===== config.mk =====
export PLATFORM = sky130hd
export DESIGN_NAME = flat_index_to_subscripts
export DESIGN_NICKNAME = d
export VERILOG_FILES = /design/src/design/fits_pkg.sv /design/src/design/fits_ctrl.sv /design/src/design/fits_datapath.sv /design/src/design/flat_index_to_subscripts.sv
export SDC_FILE = /design/constraint.sdc
export NUM_CORES = 1
export LEC_CHECK = 0
export ABC_AREA = 1
export BUFFER_PORTS_ARGS = -buffer_cell sky130_fd_sc_hd__clkbuf_2
export CAP_MARGIN = 40
export CORE_ASPECT_RATIO = 0.7
export CORE_MARGIN = 2
export CORE_UTILIZATION = 25
export DETAILED_ROUTE_END_ITERATION = 16
export PLACE_DENSITY = 0.38
export SETUP_SLACK_MARGIN = 0.05
export SLEW_MARGIN = 30
export SYNTH_ARGS = -nofsm -noshare
export SYNTH_HDL_FRONTEND = slang
export SYNTH_SLANG_ARGS = --single-unit

===== constraint.sdc =====
create_clock -name aclk -period 3.4 [get_ports aclk]
set_clock_uncertainty 0.1 [all_clocks]
set_input_delay 0.68 -clock aclk [delete_from_list [all_inputs] [get_ports aclk]]
set_output_delay 0.68 -clock aclk [all_outputs]
set_load 0.05 [all_outputs]

===== src/design/fits_pkg.sv =====
// shared constants, types and controller/datapath interface for flat_index_to_subscripts
package fits_pkg;

    localparam int MAX_DIMS    = 6;
    localparam int DIM_WIDTH   = 16;
    localparam int INDEX_WIDTH = 48;
    localparam int DNUM_W      = 3;
    localparam int NUM_DIMS_W  = 3;
    localparam int STEP_W      = $clog2(INDEX_WIDTH);
    localparam int CFG_IDX_W   = 3;
    localparam int CFG_DATA_W  = DIM_WIDTH;
    localparam int TUSER_W     = DNUM_W + 1;

    localparam logic [CFG_IDX_W-1:0] REG_NUM_DIMS   = 3'd0;
    localparam logic [CFG_IDX_W-1:0] REG_DIM_SIZE_0 = 3'd1;

    typedef logic [MAX_DIMS-1:0][DIM_WIDTH-1:0] sizes_t;

    typedef enum logic [1:0] {
        ST_IDLE,
        ST_DIVIDE,
        ST_EMIT
    } state_t;

    typedef struct packed {
        logic              load;
        logic              div_step;
        logic              div_last;
        logic              out_load;
        logic [DNUM_W-1:0] dim;
    } cmd_t;

    typedef struct packed {
        logic out_free;
    } status_t;

endpackage


===== src/design/fits_ctrl.sv =====
// controller: sequences the per-dimension divisions and the output words
module fits_ctrl (
    input  logic                        aclk,
    input  logic                        aresetn,
    input  logic                        in_valid,
    output logic                        in_ready,
    input  logic [fits_pkg::DNUM_W-1:0] n_last,
    input  fits_pkg::status_t           st,
    output fits_pkg::cmd_t              cmd
);

    fits_pkg::state_t                state_reg, state_next;
    logic [fits_pkg::DNUM_W-1:0]     dim_reg, dim_next;
    logic [fits_pkg::STEP_W-1:0]     step_reg, step_next;

    always_ff @(posedge aclk) begin
        if (!aresetn) begin
            state_reg <= fits_pkg::ST_IDLE;
            dim_reg   <= '0;
            step_reg  <= '0;
        end else begin
            state_reg <= state_next;
            dim_reg   <= dim_next;
            step_reg  <= step_next;
        end
    end

    always_comb begin
        state_next = state_reg;
        dim_next   = dim_reg;
        step_next  = step_reg;
        in_ready   = 1'b0;
        cmd        = '0;
        cmd.dim    = dim_reg;
        unique case (state_reg)
            fits_pkg::ST_IDLE: begin
                in_ready = 1'b1;
                if (in_valid) begin
                    cmd.load   = 1'b1;
                    dim_next   = n_last;
                    step_next  = '0;
                    state_next = fits_pkg::ST_DIVIDE;
                end
            end
            fits_pkg::ST_DIVIDE: begin
                cmd.div_step = 1'b1;
                if (step_reg == fits_pkg::STEP_W'(fits_pkg::INDEX_WIDTH - 1)) begin
                    cmd.div_last = 1'b1;
                    step_next    = '0;
                    if (dim_reg == '0) begin
                        state_next = fits_pkg::ST_EMIT;
                    end else begin
                        dim_next = dim_reg - 1'b1;
                    end
                end else begin
                    step_next = step_reg + 1'b1;
                end
            end
            fits_pkg::ST_EMIT: begin
                if (st.out_free) begin
                    cmd.out_load = 1'b1;
                    if (dim_reg == n_last) begin
                        state_next = fits_pkg::ST_IDLE;
                    end else begin
                        dim_next = dim_reg + 1'b1;
                    end
                end
            end
            default: begin
                state_next = fits_pkg::ST_IDLE;
            end
        endcase
    end

endmodule


===== src/design/fits_datapath.sv =====
// datapath: radix-2 divider, coordinate lanes and output register
module fits_datapath (
    input  logic                             aclk,
    input  logic                             aresetn,
    input  fits_pkg::cmd_t                   cmd,
    output fits_pkg::status_t                st,
    input  logic [fits_pkg::INDEX_WIDTH-1:0] flat_index,
    input  logic [fits_pkg::DNUM_W-1:0]      n_last,
    input  fits_pkg::sizes_t                 dim_size,
    output logic                             m_tvalid,
    input  logic                             m_tready,
    output logic [fits_pkg::DIM_WIDTH-1:0]   m_tdata,
    output logic [fits_pkg::TUSER_W-1:0]     m_tuser,
    output logic                             m_tlast
);

    logic [fits_pkg::INDEX_WIDTH-1:0] quo_reg;
    logic [fits_pkg::DIM_WIDTH-1:0]   rem_reg;
    logic [fits_pkg::DIM_WIDTH-1:0]   coord_reg [fits_pkg::MAX_DIMS];
    logic                             neg_reg;
    logic                             zero_reg;
    logic                             m_tvalid_reg, m_tvalid_next;
    logic [fits_pkg::DIM_WIDTH-1:0]   m_tdata_reg;
    logic [fits_pkg::TUSER_W-1:0]     m_tuser_reg;
    logic                             m_tlast_reg;

    logic [fits_pkg::DIM_WIDTH-1:0]   divisor;
    logic [fits_pkg::DIM_WIDTH:0]     trial;
    logic [fits_pkg::DIM_WIDTH:0]     diff;
    logic                             ge;
    logic [fits_pkg::DIM_WIDTH-1:0]   rem_step;
    logic                             zero_any;
    logic                             bad;

    always_comb begin
        zero_any = 1'b0;
        for (int k = 0; k < fits_pkg::MAX_DIMS; k++) begin
            if ((fits_pkg::DNUM_W'(k) <= n_last) && (dim_size[k] == '0)) begin
                zero_any = 1'b1;
            end
        end
    end

    // one restoring step: shift in the next dividend bit, subtract if it fits
    assign divisor  = dim_size[cmd.dim];
    assign trial    = {rem_reg, quo_reg[fits_pkg::INDEX_WIDTH-1]};
    assign diff     = trial - {1'b0, divisor};
    assign ge       = (trial >= {1'b0, divisor});
    assign rem_step = ge ? diff[fits_pkg::DIM_WIDTH-1:0] : trial[fits_pkg::DIM_WIDTH-1:0];

    // leftover quotient after the outermost dimension means index beyond total
    assign bad = neg_reg | zero_reg | (quo_reg != '0);

    always_ff @(posedge aclk) begin
        if (cmd.load) begin
            quo_reg  <= flat_index;
            rem_reg  <= '0;
            neg_reg  <= flat_index[fits_pkg::INDEX_WIDTH-1];
            zero_reg <= zero_any;
        end else if (cmd.div_step) begin
            quo_reg <= {quo_reg[fits_pkg::INDEX_WIDTH-2:0], ge};
            rem_reg <= cmd.div_last ? '0 : rem_step;
            if (cmd.div_last) begin
                coord_reg[cmd.dim] <= rem_step;
            end
        end
    end

    always_comb begin
        m_tvalid_next = m_tvalid_reg;
        if (cmd.out_load) begin
            m_tvalid_next = 1'b1;
        end else if (m_tready) begin
            m_tvalid_next = 1'b0;
        end
    end

    always_ff @(posedge aclk) begin
        if (!aresetn) begin
            m_tvalid_reg <= 1'b0;
        end else begin
            m_tvalid_reg <= m_tvalid_next;
        end
    end

    always_ff @(posedge aclk) begin
        if (cmd.out_load) begin
            m_tdata_reg <= bad ? '0 : coord_reg[cmd.dim];
            m_tuser_reg <= {bad, cmd.dim};
            m_tlast_reg <= (cmd.dim == n_last);
        end
    end

    assign st.out_free = !m_tvalid_reg || m_tready;
    assign m_tvalid    = m_tvalid_reg;
    assign m_tdata     = m_tdata_reg;
    assign m_tuser     = m_tuser_reg;
    assign m_tlast     = m_tlast_reg;

endmodule


===== src/design/flat_index_to_subscripts.sv =====
// top level: row-major flat index to per-dimension subscripts
//
// Configuration: cfg_wr_en/cfg_index/cfg_data write num_dims (index 0) and
// the dimension sizes (index 1 = outermost, then inward up to index 6). Write
// only while no item is in flight; the block does not enforce this. Other indexes are ignored.
// Input: one signed 48-bit flat index per word on s_tdata.
// Output: one word per dimension in use, outermost first; m_tdata is the
// coordinate, m_tuser gives dimension number and invalid flag, m_tlast marks
// the innermost dimension. An invalid index (negative, a zero size, or not
// below the product of the sizes) gives the same run with coordinate 0.
// Sequence: a single radix-2 divider works through the dimensions innermost
// first, so an item goes through an accept step, the division of each
// dimension in turn, and then its output words. The next index is taken once
// the last word sits in the output register.
// Reset: num_dims and all sizes return to 1, no words pending.
// A stall on m_tready holds the current word and pauses emission.
module flat_index_to_subscripts (
    input  logic                                aclk,
    input  logic                                aresetn,
    input  logic                                cfg_wr_en,
    input  logic [fits_pkg::CFG_IDX_W-1:0]      cfg_index,
    input  logic [fits_pkg::CFG_DATA_W-1:0]     cfg_data,
    input  logic                                s_tvalid,
    output logic                                s_tready,
    input  logic [fits_pkg::INDEX_WIDTH-1:0]    s_tdata,  // flat_index
    output logic                                m_tvalid,
    input  logic                                m_tready,
    output logic [fits_pkg::DIM_WIDTH-1:0]      m_tdata,  // coordinate
    output logic [fits_pkg::TUSER_W-1:0]        m_tuser,  // dim_number, invalid
    output logic                                m_tlast
);

    logic [fits_pkg::NUM_DIMS_W-1:0] num_dims_reg;
    fits_pkg::sizes_t                dim_size_reg;
    logic [fits_pkg::DNUM_W-1:0]     n_last;
    fits_pkg::cmd_t                  cmd;
    fits_pkg::status_t               st;

    always_ff @(posedge aclk) begin
        if (!aresetn) begin
            num_dims_reg <= fits_pkg::NUM_DIMS_W'(1);
            for (int k = 0; k < fits_pkg::MAX_DIMS; k++) begin
                dim_size_reg[k] <= fits_pkg::DIM_WIDTH'(1);
            end
        end else if (cfg_wr_en) begin
            if (cfg_index == fits_pkg::REG_NUM_DIMS) begin
                num_dims_reg <= cfg_data[fits_pkg::NUM_DIMS_W-1:0];
            end
            for (int k = 0; k < fits_pkg::MAX_DIMS; k++) begin
                if (cfg_index == fits_pkg::CFG_IDX_W'(int'(fits_pkg::REG_DIM_SIZE_0) + k)) begin
                    dim_size_reg[k] <= cfg_data[fits_pkg::DIM_WIDTH-1:0];
                end
            end
        end
    end

    // zero dimensions act as one, too many as the maximum
    always_comb begin
        if (num_dims_reg == '0) begin
            n_last = '0;
        end else if (int'(num_dims_reg) > fits_pkg::MAX_DIMS) begin
            n_last = fits_pkg::DNUM_W'(fits_pkg::MAX_DIMS - 1);
        end else begin
            n_last = fits_pkg::DNUM_W'(num_dims_reg - 1'b1);
        end
    end

    fits_ctrl u_ctrl (
        .aclk     (aclk),
        .aresetn  (aresetn),
        .in_valid (s_tvalid),
        .in_ready (s_tready),
        .n_last   (n_last),
        .st       (st),
        .cmd      (cmd)
    );

    fits_datapath u_dp (
        .aclk       (aclk),
        .aresetn    (aresetn),
        .cmd        (cmd),
        .st         (st),
        .flat_index (s_tdata),
        .n_last     (n_last),
        .dim_size   (dim_size_reg),
        .m_tvalid   (m_tvalid),
        .m_tready   (m_tready),
        .m_tdata    (m_tdata),
        .m_tuser    (m_tuser),
        .m_tlast    (m_tlast)
    );

endmodule


==> results of run 1 <==
-- what timing repair did --
item	4_1_cts	5_1_grt
buffers inserted	0	4
hold buffers	0	0
setup endpoints to repair	113	113
resized for setup	8	57
pin swaps	0	13
-- metal layers --
metal  wire (µm)  vias up  part of all wire, %
met3        1990       47                  4.5
met1       23700     5192                   54
li1            -     5374                    -
met4         750        0                  1.7
met5           0        -                    0
met2       17300      230                   40
-- cells by family after synthesis --
logic type      synth area share (%)
fa+ha+maj                       2.48
compound gates                  13.0
buf+inv                         6.10
xor+xnor                       0.597
flops                           57.3
simple gates                    20.6
-- cell usage after synthesis (4+ instances only) --
cell,n
sky130_fd_sc_hd__o311ai_1,4
sky130_fd_sc_hd__inv_1,143
sky130_fd_sc_hd__nor2_1,166
sky130_fd_sc_hd__nand2_2,16
sky130_fd_sc_hd__xor2_1,8
sky130_fd_sc_hd__buf_2,11
sky130_fd_sc_hd__o221ai_1,9
sky130_fd_sc_hd__dfxtp_1,127
sky130_fd_sc_hd__ha_1,23
sky130_fd_sc_hd__a211oi_1,13
sky130_fd_sc_hd__nand3_1,52
sky130_fd_sc_hd__o22ai_1,16
sky130_fd_sc_hd__a2111oi_0,4
sky130_fd_sc_hd__and2_1,4
sky130_fd_sc_hd__a22oi_1,13
sky130_fd_sc_hd__nor4_1,33
sky130_fd_sc_hd__nand4_1,16
sky130_fd_sc_hd__nand2_1,338
sky130_fd_sc_hd__buf_1,6
sky130_fd_sc_hd__nor3_1,8
sky130_fd_sc_hd__edfxtp_1,167
sky130_fd_sc_hd__clkbuf_1,40
sky130_fd_sc_hd__a21oi_1,93
sky130_fd_sc_hd__a22o_1,4
sky130_fd_sc_hd__o311ai_0,8
sky130_fd_sc_hd__o21ai_0,120
-- through the flow --
stage          hold slack, ns  area (µm²)  TNS (ns)
5_1_grt                 0.190       16400         0
3_3_place_gp            0.356       15100    -40.75
3_5_place_dp            0.368       15200    -36.28
4_1_cts                 0.177       16200         0
2_1_floorplan           0.331       13200         0
6_report                0.211       16400         0
-- critical path, cell delays in order (launching register included) --
cell                       delay, ns
sky130_fd_sc_hd__dfxtp_2        0.34
sky130_fd_sc_hd__buf_4          0.14
sky130_fd_sc_hd__nor3_4         0.19
sky130_fd_sc_hd__inv_2          0.08
sky130_fd_sc_hd__buf_12         0.15
sky130_fd_sc_hd__o221ai_2       0.15
sky130_fd_sc_hd__a211oi_2       0.08
sky130_fd_sc_hd__buf_4          0.14
sky130_fd_sc_hd__ha_1           0.27
sky130_fd_sc_hd__buf_4          0.12
sky130_fd_sc_hd__nand2_1        0.06
sky130_fd_sc_hd__inv_2          0.08
sky130_fd_sc_hd__nand3_2        0.13
sky130_fd_sc_hd__nor4_4         0.26
sky130_fd_sc_hd__nand2_2        0.12
sky130_fd_sc_hd__nand2_4        0.13
sky130_fd_sc_hd__buf_4          0.15
sky130_fd_sc_hd__nand2_1        0.06
sky130_fd_sc_hd__and2_2         0.21
-- report_power, final --
group | internal, W | switching [W]
clock | 0.00182 | 0.00145
combinational | 0.00234 | 0.00443
sequential | 0.00504 | 0.000303
total | 0.00920 | 0.00618
-- cells in the final DEF (no fill, tap or decap), types with 9 or more instances in the layout --
| master | instances |
|---|---|
| sky130_fd_sc_hd__a211oi_1 | 10 |
| sky130_fd_sc_hd__a21oi_1 | 89 |
| sky130_fd_sc_hd__a22oi_1 | 13 |
| sky130_fd_sc_hd__buf_4 | 86 |
| sky130_fd_sc_hd__clkbuf_1 | 13 |
| sky130_fd_sc_hd__clkbuf_16 | 31 |
| sky130_fd_sc_hd__clkbuf_2 | 95 |
| sky130_fd_sc_hd__dfxtp_1 | 124 |
| sky130_fd_sc_hd__edfxtp_1 | 167 |
| sky130_fd_sc_hd__ha_1 | 21 |
| sky130_fd_sc_hd__inv_1 | 136 |
| sky130_fd_sc_hd__inv_2 | 9 |
| sky130_fd_sc_hd__nand2_1 | 331 |
| sky130_fd_sc_hd__nand2_2 | 22 |
| sky130_fd_sc_hd__nand3_1 | 49 |
| sky130_fd_sc_hd__nand4_1 | 16 |
| sky130_fd_sc_hd__nor2_1 | 163 |
| sky130_fd_sc_hd__nor4_1 | 33 |
| sky130_fd_sc_hd__o21ai_0 | 118 |
| sky130_fd_sc_hd__o22ai_1 | 11 |
-- final cells by class --
class / instances / area, µm²
fill: 5503 / 35800
sequential: 294 / 7560
multi-input combinational: 974 / 5080
timing repair buffer: 198 / 1400
clock buffer: 50 / 907
tap: 684 / 856
inverter: 145 / 544
clock inverter: 8 / 53.8
-- path summary, 6_finish.rpt --
path / startpoint / endpoint / slack, ns
max: u_ctrl.dim_reg[2]$_SDFFE_PN0P_ / u_dp.coord_reg[0][1]$_DFFE_PP_ / 0.18
min: s_tdata[47] / u_dp.neg_reg$_DFFE_PP_ / 0.21
max reg2reg: u_ctrl.dim_reg[2]$_SDFFE_PN0P_ / u_dp.coord_reg[0][1]$_DFFE_PP_ / 0.18
min reg2reg: dim_size_reg[77]$_SDFFE_PN0P_ / dim_size_reg[77]$_SDFFE_PN0P_ / 0.38
==> results, run 1 <==
- The flow ran to the end, and the final reports show no timing, DRC or antenna violations.
- The required time at the endpoint of the critical path is 3.63 ns.
- After detailed routing, the number of remaining DRC violations is 0.
- The synthesis-to-layout area growth is 24.3%.
- The later pin in the worst-skew pair is clocked with a latency of roughly 0.6 ns.
- For this run the aggregate overflow at the end of global routing stands at 0.
- In this run, synthesis inferred roughly 170 flip-flops with an integrated enable.
- The cell count after synthesis is about 1500.
- The fmax is roughly 310 MHz.
- Summed over all layers, the routed wires come to between 40 and 50 mm.
- At the end of the flow, the number of nets in the layout was about 1700.
- The number of nets in the synthesized netlist is ~1600.
- The min-delay analysis places its worst path in the category in -> reg.
- The total power density per cell area is 937 nW/µm².
- In this run the worst path has a maximum fanout of 10.
- The utilization of the core after routing is a little under a third.
- The clock buffer count from CTS is 31.
- The number of different library cells in the post-synthesis netlist is between 40 and 50.
- Using the TritonRoute via totals, the vias-per-cell ratio works out to between 4 and 5.
- Row generation in the floorplan step produced 70 rows.
- In the synthesized netlist the async set-or-reset flop fraction comes to 0%.
- The transition time at the pin with the least slew margin is approximately 1.1 ns.
- Across the VDD grid, the largest voltage drop is 0.417 mV.
- The antenna diode count is 0.
- The first global-routing pass estimated roughly 66 mm of wire.
- The master cell of the clock root buffer is sky130_fd_sc_hd__clkbuf_16.
- The maximum clock path buffer count is 3.
- Routability-driven placement finished with a final weighted congestion of 0.839.
- Setup repair after global routing left no endpoint under its margin.
- The max-slew violation total from the final report is 0.
- Measured along the y axis, the die boundary spans between 150 and 200 µm.
- After synthesis the cells add up to between 10000 and 15000 µm².
- The dominant cell type by area after synthesis is sky130_fd_sc_hd__edfxtp_1.
- The die area is 54700 µm².
- Counting cells, the worst reg-to-reg path comes to 18.
- The design draws between 0.015 and 0.02 W.
- For this design the top-level I/O count stands at 95.
- The fraction of final layout cells sized beyond drive strength 1 is a little under a fifth.
- The synthesized area per cell is 8.96 µm².
- For this configuration, the core starts out at a cell density of 25.3%.
- Sorting the synthesized cells by area gives the leading types as sky130_fd_sc_hd__edfxtp_1 38%, sky130_fd_sc_hd__dfxtp_1 19%, sky130_fd_sc_hd__nand2_1 9.6%.
- The final worst-path cycle share is ~95%.
- Summed over all cells, the static leakage comes to approximately 6.6 nW.
- The critical path startpoint category is a flop.
- Yosys printed 0 warnings.
- The final critical path time including I/O delays and setup is roughly 3.2 ns.
- After global routing, the most crowded layer is met1.
- The detailed-routing iteration count for the pre-antenna-repair pass is 5.
- The type of element capturing the critical path is a flop.
- After synthesis the netlist holds a flip-flop and latch count of just under 300.
- The routed layout has 10843 vias.
- Once detailed placement completed, the half-perimeter wirelength came to roughly 31 mm.
- The number of nets still failing antenna checks after routing is 0.
- From left edge to right edge, the die measures between 200 and 300 µm.
- After detailed placement, the design holds a cell count of 2290.
- The aggregate global-route resource usage is approximately 16%.
- The path type of the worst setup path is reg -> reg.
- Setup violations remaining at the end of the flow were counted as 0.
- The initial DRC count is between 800 and 900.
- The worst-case headroom to the max-slew limit is between 20% and 30%.
- After detailed routing, the average wire length per cell comes to approximately 19 µm.
- The core box area is 52200 µm².
- The global routing met1 resource utilization is around a quarter.
- Max-cap violations in this run came to 0.
- For this run, global-route usage on met2 was measured as a little over a fifth.
- The number of input and output port buffers inserted is 94.
- After synthesis, flip-flops and latches occupy between 50 and 60% of the total area.
- For met3 alone, demand over resource in global routing was between 2 and 2.5%.
- The number of endpoints with negative hold slack in the final report is 0.
- CTS built an H-tree with a depth of 1.
- The flip-flop cell with the highest count after synthesis is sky130_fd_sc_hd__edfxtp_1.
- Summed over its instances, the top area cell type makes up between 30% and 40% of the synthesized netlist area.
- The number of global-route vias before repair was slightly above 10000.
- The initial antenna violation count was 1.
- The TritonCTS clock tree is done.
- The total number of clock tree sinks is around 300.
- After clock tree synthesis, the clock-pin slew on the worst setup and hold paths is 0.06 ns.
- The final cell count without fillers is 2353.
- At the worst endpoint, the arrival time is approximately 3.5 ns.
- The final setup slack of the worst path is between 0.15 and 0.2 ns.
- Entering global routing, the biggest net connects approximately 110 pins.
- The setup slack at placement is -0.411 ns.
- Counting instances, the worst hold path has a depth of 1.
(Power assumes the default switching activity.)
==> run 2, diff against run 1 <==
--- a/config.mk
+++ b/config.mk
@@ -12,6 +12,7 @@
 export CORE_MARGIN = 2
 export CORE_UTILIZATION = 25
 export DETAILED_ROUTE_END_ITERATION = 16
+export MAX_ROUTING_LAYER = met4
 export PLACE_DENSITY = 0.38
 export SETUP_SLACK_MARGIN = 0.05
 export SLEW_MARGIN = 30
==> run 2 against run 1 <==
Net effect:
- power increased by 0.12%
- critical path type unchanged
- clock power about the same
- largest power group unchanged
- clock-buffer cell count unchanged
- worst hold slack about the same
- register-to-register slack about the same
- first-iteration DRC count decreased by 3.5%
==> results, run 2 (synthesis results as in run 1) <==
- The number of placement rows came to 70 (unchanged).
- Cells traversed along the worst timing path: buf_4 -> nor3_4 -> inv_2 -> buf_12 -> o221ai_2 -> a211oi_2 -> buf_4 -> ha_1 -> buf_4 -> nand2_1 -> inv_2 -> nand3_2 -> nor4_4 -> nand2_2 -> nand2_4 -> buf_4 -> nand2_1 -> and2_2 (unchanged).
- The net switching power of the design was 0.00620 W (was 0.00618 W).
- The initial antenna violation count was 1 (unchanged).
- The longest individual stage delay on the worst path came to 0.34 ns (about the same).
- The final weighted congestion in routability-driven placement is 0.852 (was 0.839).
- The maximum clock path buffer count is 3 (unchanged).
- The required time at the endpoint of the critical path is 3.63 ns (about the same).
- The clock transition at the register clock pins on the worst setup and hold paths after CTS is 0.06 ns (about the same).
- The horizontal die dimension was 279 µm (unchanged).
- The DRC violation count after routing is 0 (unchanged).
- The clock share of power came to 21.3% (was 21.2%).
- The cell leakage power is 6.61 nW (about the same).
- The final-report setup violation count is 0 (unchanged).
- The number of input and output port buffers inserted is 94 (unchanged).
- The commonest non-fill, non-tap cell in the layout is sky130_fd_sc_hd__nand2_1 (unchanged).
- The total power density per cell area is 938 nW/µm² (was 937 nW/µm²).
- The die height is 196 µm (unchanged).
- The clock buffer count from CTS was 31 (unchanged).
- The number of hold-repair buffers added at the cts stage is 0 (unchanged).
- The starting density of the core was 25.3% (unchanged).
- The master cell of the clock root buffer is sky130_fd_sc_hd__clkbuf_16 (unchanged).
- The routed via count is 10860 (was 10843).
- The total of max-cap violations is 0 (unchanged).
- The arrival time reported for the critical path endpoint is 3.45 ns (about the same).
- The portion of total power attributed to combinational logic is 44.0% (about the same).
- Status: completed (unchanged).
- The total I/O pin count came to 95 (unchanged).
- The maximum fanout along the worst path is 10 (unchanged).
- The aggregate global routing overflow came to 0 (unchanged).
- The global-route wire length before repair is 65.6 mm (was 65.5 mm).
- The H-tree level count was 1 (unchanged).
- The number of global-route vias before repair came to 10253 (was 10255).
- The final critical path time including I/O delays and setup is 3.21 ns (was 3.22 ns).
- The routed length per instance is 18.6 µm (about the same).
- The origin of the worst min-delay path is s_tdata[47] (unchanged).
- The core box area is 52200 µm² (unchanged).
- The worst-case vdd ir drop came to 0.418 mV (was 0.417 mV).
- The net switching fraction of the power is 40.2% (about the same).
- The per-cell via count in the routed design is 4.62 (was 4.61).
- The max-slew violation total from the final report came to 0 (unchanged).
- The aggregate global-route resource usage is 16.1% (was 15.6%).
- The TritonCTS clock tree is done (unchanged).
- The path type of the worst setup path is reg -> reg (unchanged).
- The total placed cells including tap cells is 2290 (unchanged).
- The synthesis-to-layout area growth came to 24.4% (was 24.3%).
- The critical path startpoint category is a flop (unchanged).
- The antenna diode count came to 0 (unchanged).
- The final cell count without fillers came to 2353 (unchanged).
- The worst-case hold slack is 0.210 ns (was 0.211 ns).
- The register area came to 7560 µm² (unchanged).
- The die area is 54700 µm² (unchanged).
- The pin count of the biggest net entering global routing is 106 (unchanged).
- The initial DRC count came to 774 (was 802).
- The transition time at the pin with the least slew margin is 1.02 ns (was 1.06 ns).
- The startpoint of the most critical register-to-register path is u_ctrl.dim_reg[2]$_SDFFE_PN0P_ (unchanged).
- The worst-case headroom to the max-slew limit is 31.3% (was 28.7%).
- The cell seen most often among critical-path stages was sky130_fd_sc_hd__buf_4 (unchanged).
- RSZ-0062 raised after global routing: false (unchanged).
- The worst-skew pair later-pin latency was 0.60 ns (about the same).
- The path type of the worst min-delay path was in -> reg (unchanged).
- The fraction of final layout cells sized beyond drive strength 1 is 19.2% (was 19.1%).
- The internal power component came to 0.00920 W (about the same).
- The beginning of the critical path was u_ctrl.dim_reg[2]$_SDFFE_PN0P_ (unchanged).
- The kind of cell with the highest combined delay on the critical path is simple AND/OR/NAND/NOR gates (unchanged).
- The library cell contributing the largest single delay on the critical path is sky130_fd_sc_hd__dfxtp_2 (unchanged).
- The proportion of power drawn by flip-flops and latches is 34.7% (about the same).
- The total area of multi-input combinational cells is 5090 µm² (was 5080 µm²).
- Commonest non-fill, non-tap cells in the layout: 331 x sky130_fd_sc_hd__nand2_1, 167 x sky130_fd_sc_hd__edfxtp_1, 163 x sky130_fd_sc_hd__nor2_1 (unchanged).
- The filler cell count in the final layout is 5501 (was 5503).
- The final worst-path cycle share is 94.6% (was 94.7%).
- The total number of clock tree sinks is 294 (unchanged).
- The number of nets still failing antenna checks after routing was 0 (unchanged).
- The detailed-routing iteration count for the pre-antenna-repair pass was 5 (unchanged).
- The fmax came to 311 MHz (about the same).
- The net count of the finished layout is 1741 (unchanged).
- The post-DP HPWL is 31.0 mm (unchanged).
- The type of element capturing the critical path was a flop (unchanged).
- The total wire length after detailed routing is 43.8 mm (was 43.7 mm).
- The number of endpoints with negative hold slack in the final report is 0 (unchanged).
- The worst path buffer plus inverter count is 7 (unchanged).
-- run 2: path summary, 6_finish.rpt --
path                            slack [ns]                        endpoint  depth (start not counted)
worst max-delay path                  0.19  u_dp.coord_reg[1][0]$_DFFE_PP_                         18
worst min-delay path                  0.21          u_dp.neg_reg$_DFFE_PP_                          1
worst max register to register        0.19  u_dp.coord_reg[1][0]$_DFFE_PP_                         18
worst min register to register        0.38   dim_size_reg[77]$_SDFFE_PN0P_                          2
-- run 2: worst register-to-register path, cell delays in order (launching register included) --
cell and delay (ns):
sky130_fd_sc_hd__dfxtp_2 0.34, sky130_fd_sc_hd__buf_4 0.15, sky130_fd_sc_hd__nor3_4 0.19, sky130_fd_sc_hd__inv_2 0.08, sky130_fd_sc_hd__buf_12 0.15, sky130_fd_sc_hd__o221ai_2 0.15
sky130_fd_sc_hd__a211oi_2 0.08, sky130_fd_sc_hd__buf_4 0.14, sky130_fd_sc_hd__ha_1 0.27, sky130_fd_sc_hd__buf_4 0.12, sky130_fd_sc_hd__nand2_1 0.06, sky130_fd_sc_hd__inv_2 0.07
sky130_fd_sc_hd__nand3_2 0.13, sky130_fd_sc_hd__nor4_4 0.26, sky130_fd_sc_hd__nand2_2 0.12, sky130_fd_sc_hd__nand2_4 0.13, sky130_fd_sc_hd__buf_4 0.15, sky130_fd_sc_hd__nand2_1 0.06
sky130_fd_sc_hd__and2_2 0.21
-- run 2: power by group through the flow --
stage | Sequential, W | Clock [W] | Combinational, W
6_report | 0.00535 | 0.00327 | 0.00678
3_5_place_dp | 0.00540 | 0 | 0.00650
2_1_floorplan | 0.00541 | 0 | 0.00366
3_3_place_gp | 0.00540 | 0 | 0.00650
4_1_cts | 0.00533 | 0.00339 | 0.00655
5_1_grt | 0.00541 | 0.00350 | 0.00750
-- run 2: area by class of cell --
| cell class | count | area share, % |
|---|---|---|
| flip-flops and latches | 294 | 46.1 |
| multi-input cells | 974 | 31.0 |
| repair buffers | 198 | 8.55 |
| clock buffers | 50 | 5.53 |
| well taps | 684 | 5.21 |
| inverters | 145 | 3.32 |
| clock inverters | 8 | 0.328 |
-- run 2: metal layers --
layer | global-route usage, % | wire (µm)
met3 | 2.32 | 1820
met2 | 21.8 | 17300
met4 | 3.07 | 745
met1 | 25.0 | 23900
met5 | - | 0
-- run 2: what timing repair did --
item                       in CTS  in global routing
pin swaps                       0                 14
setup buffers                   0                  4
setup endpoints to repair     113                113
gates resized for setup         8                 58
-- run 2: per-stage QoR --
step                      setup slack [ns]  util [%]  setup TNS, ns  total power (W)  instance area (µm²)
after floorplan                      0.219         -              0          0.00907                13200
after global placement              -0.450      28.9         -40.75           0.0119                15100
after detailed placement            -0.411      29.0         -36.28           0.0119                15200
after CTS                           0.0519      30.9              0           0.0153                16200
after global routing                0.0498      31.5              0           0.0164                16400
final                                0.185      31.5              0           0.0154                16400
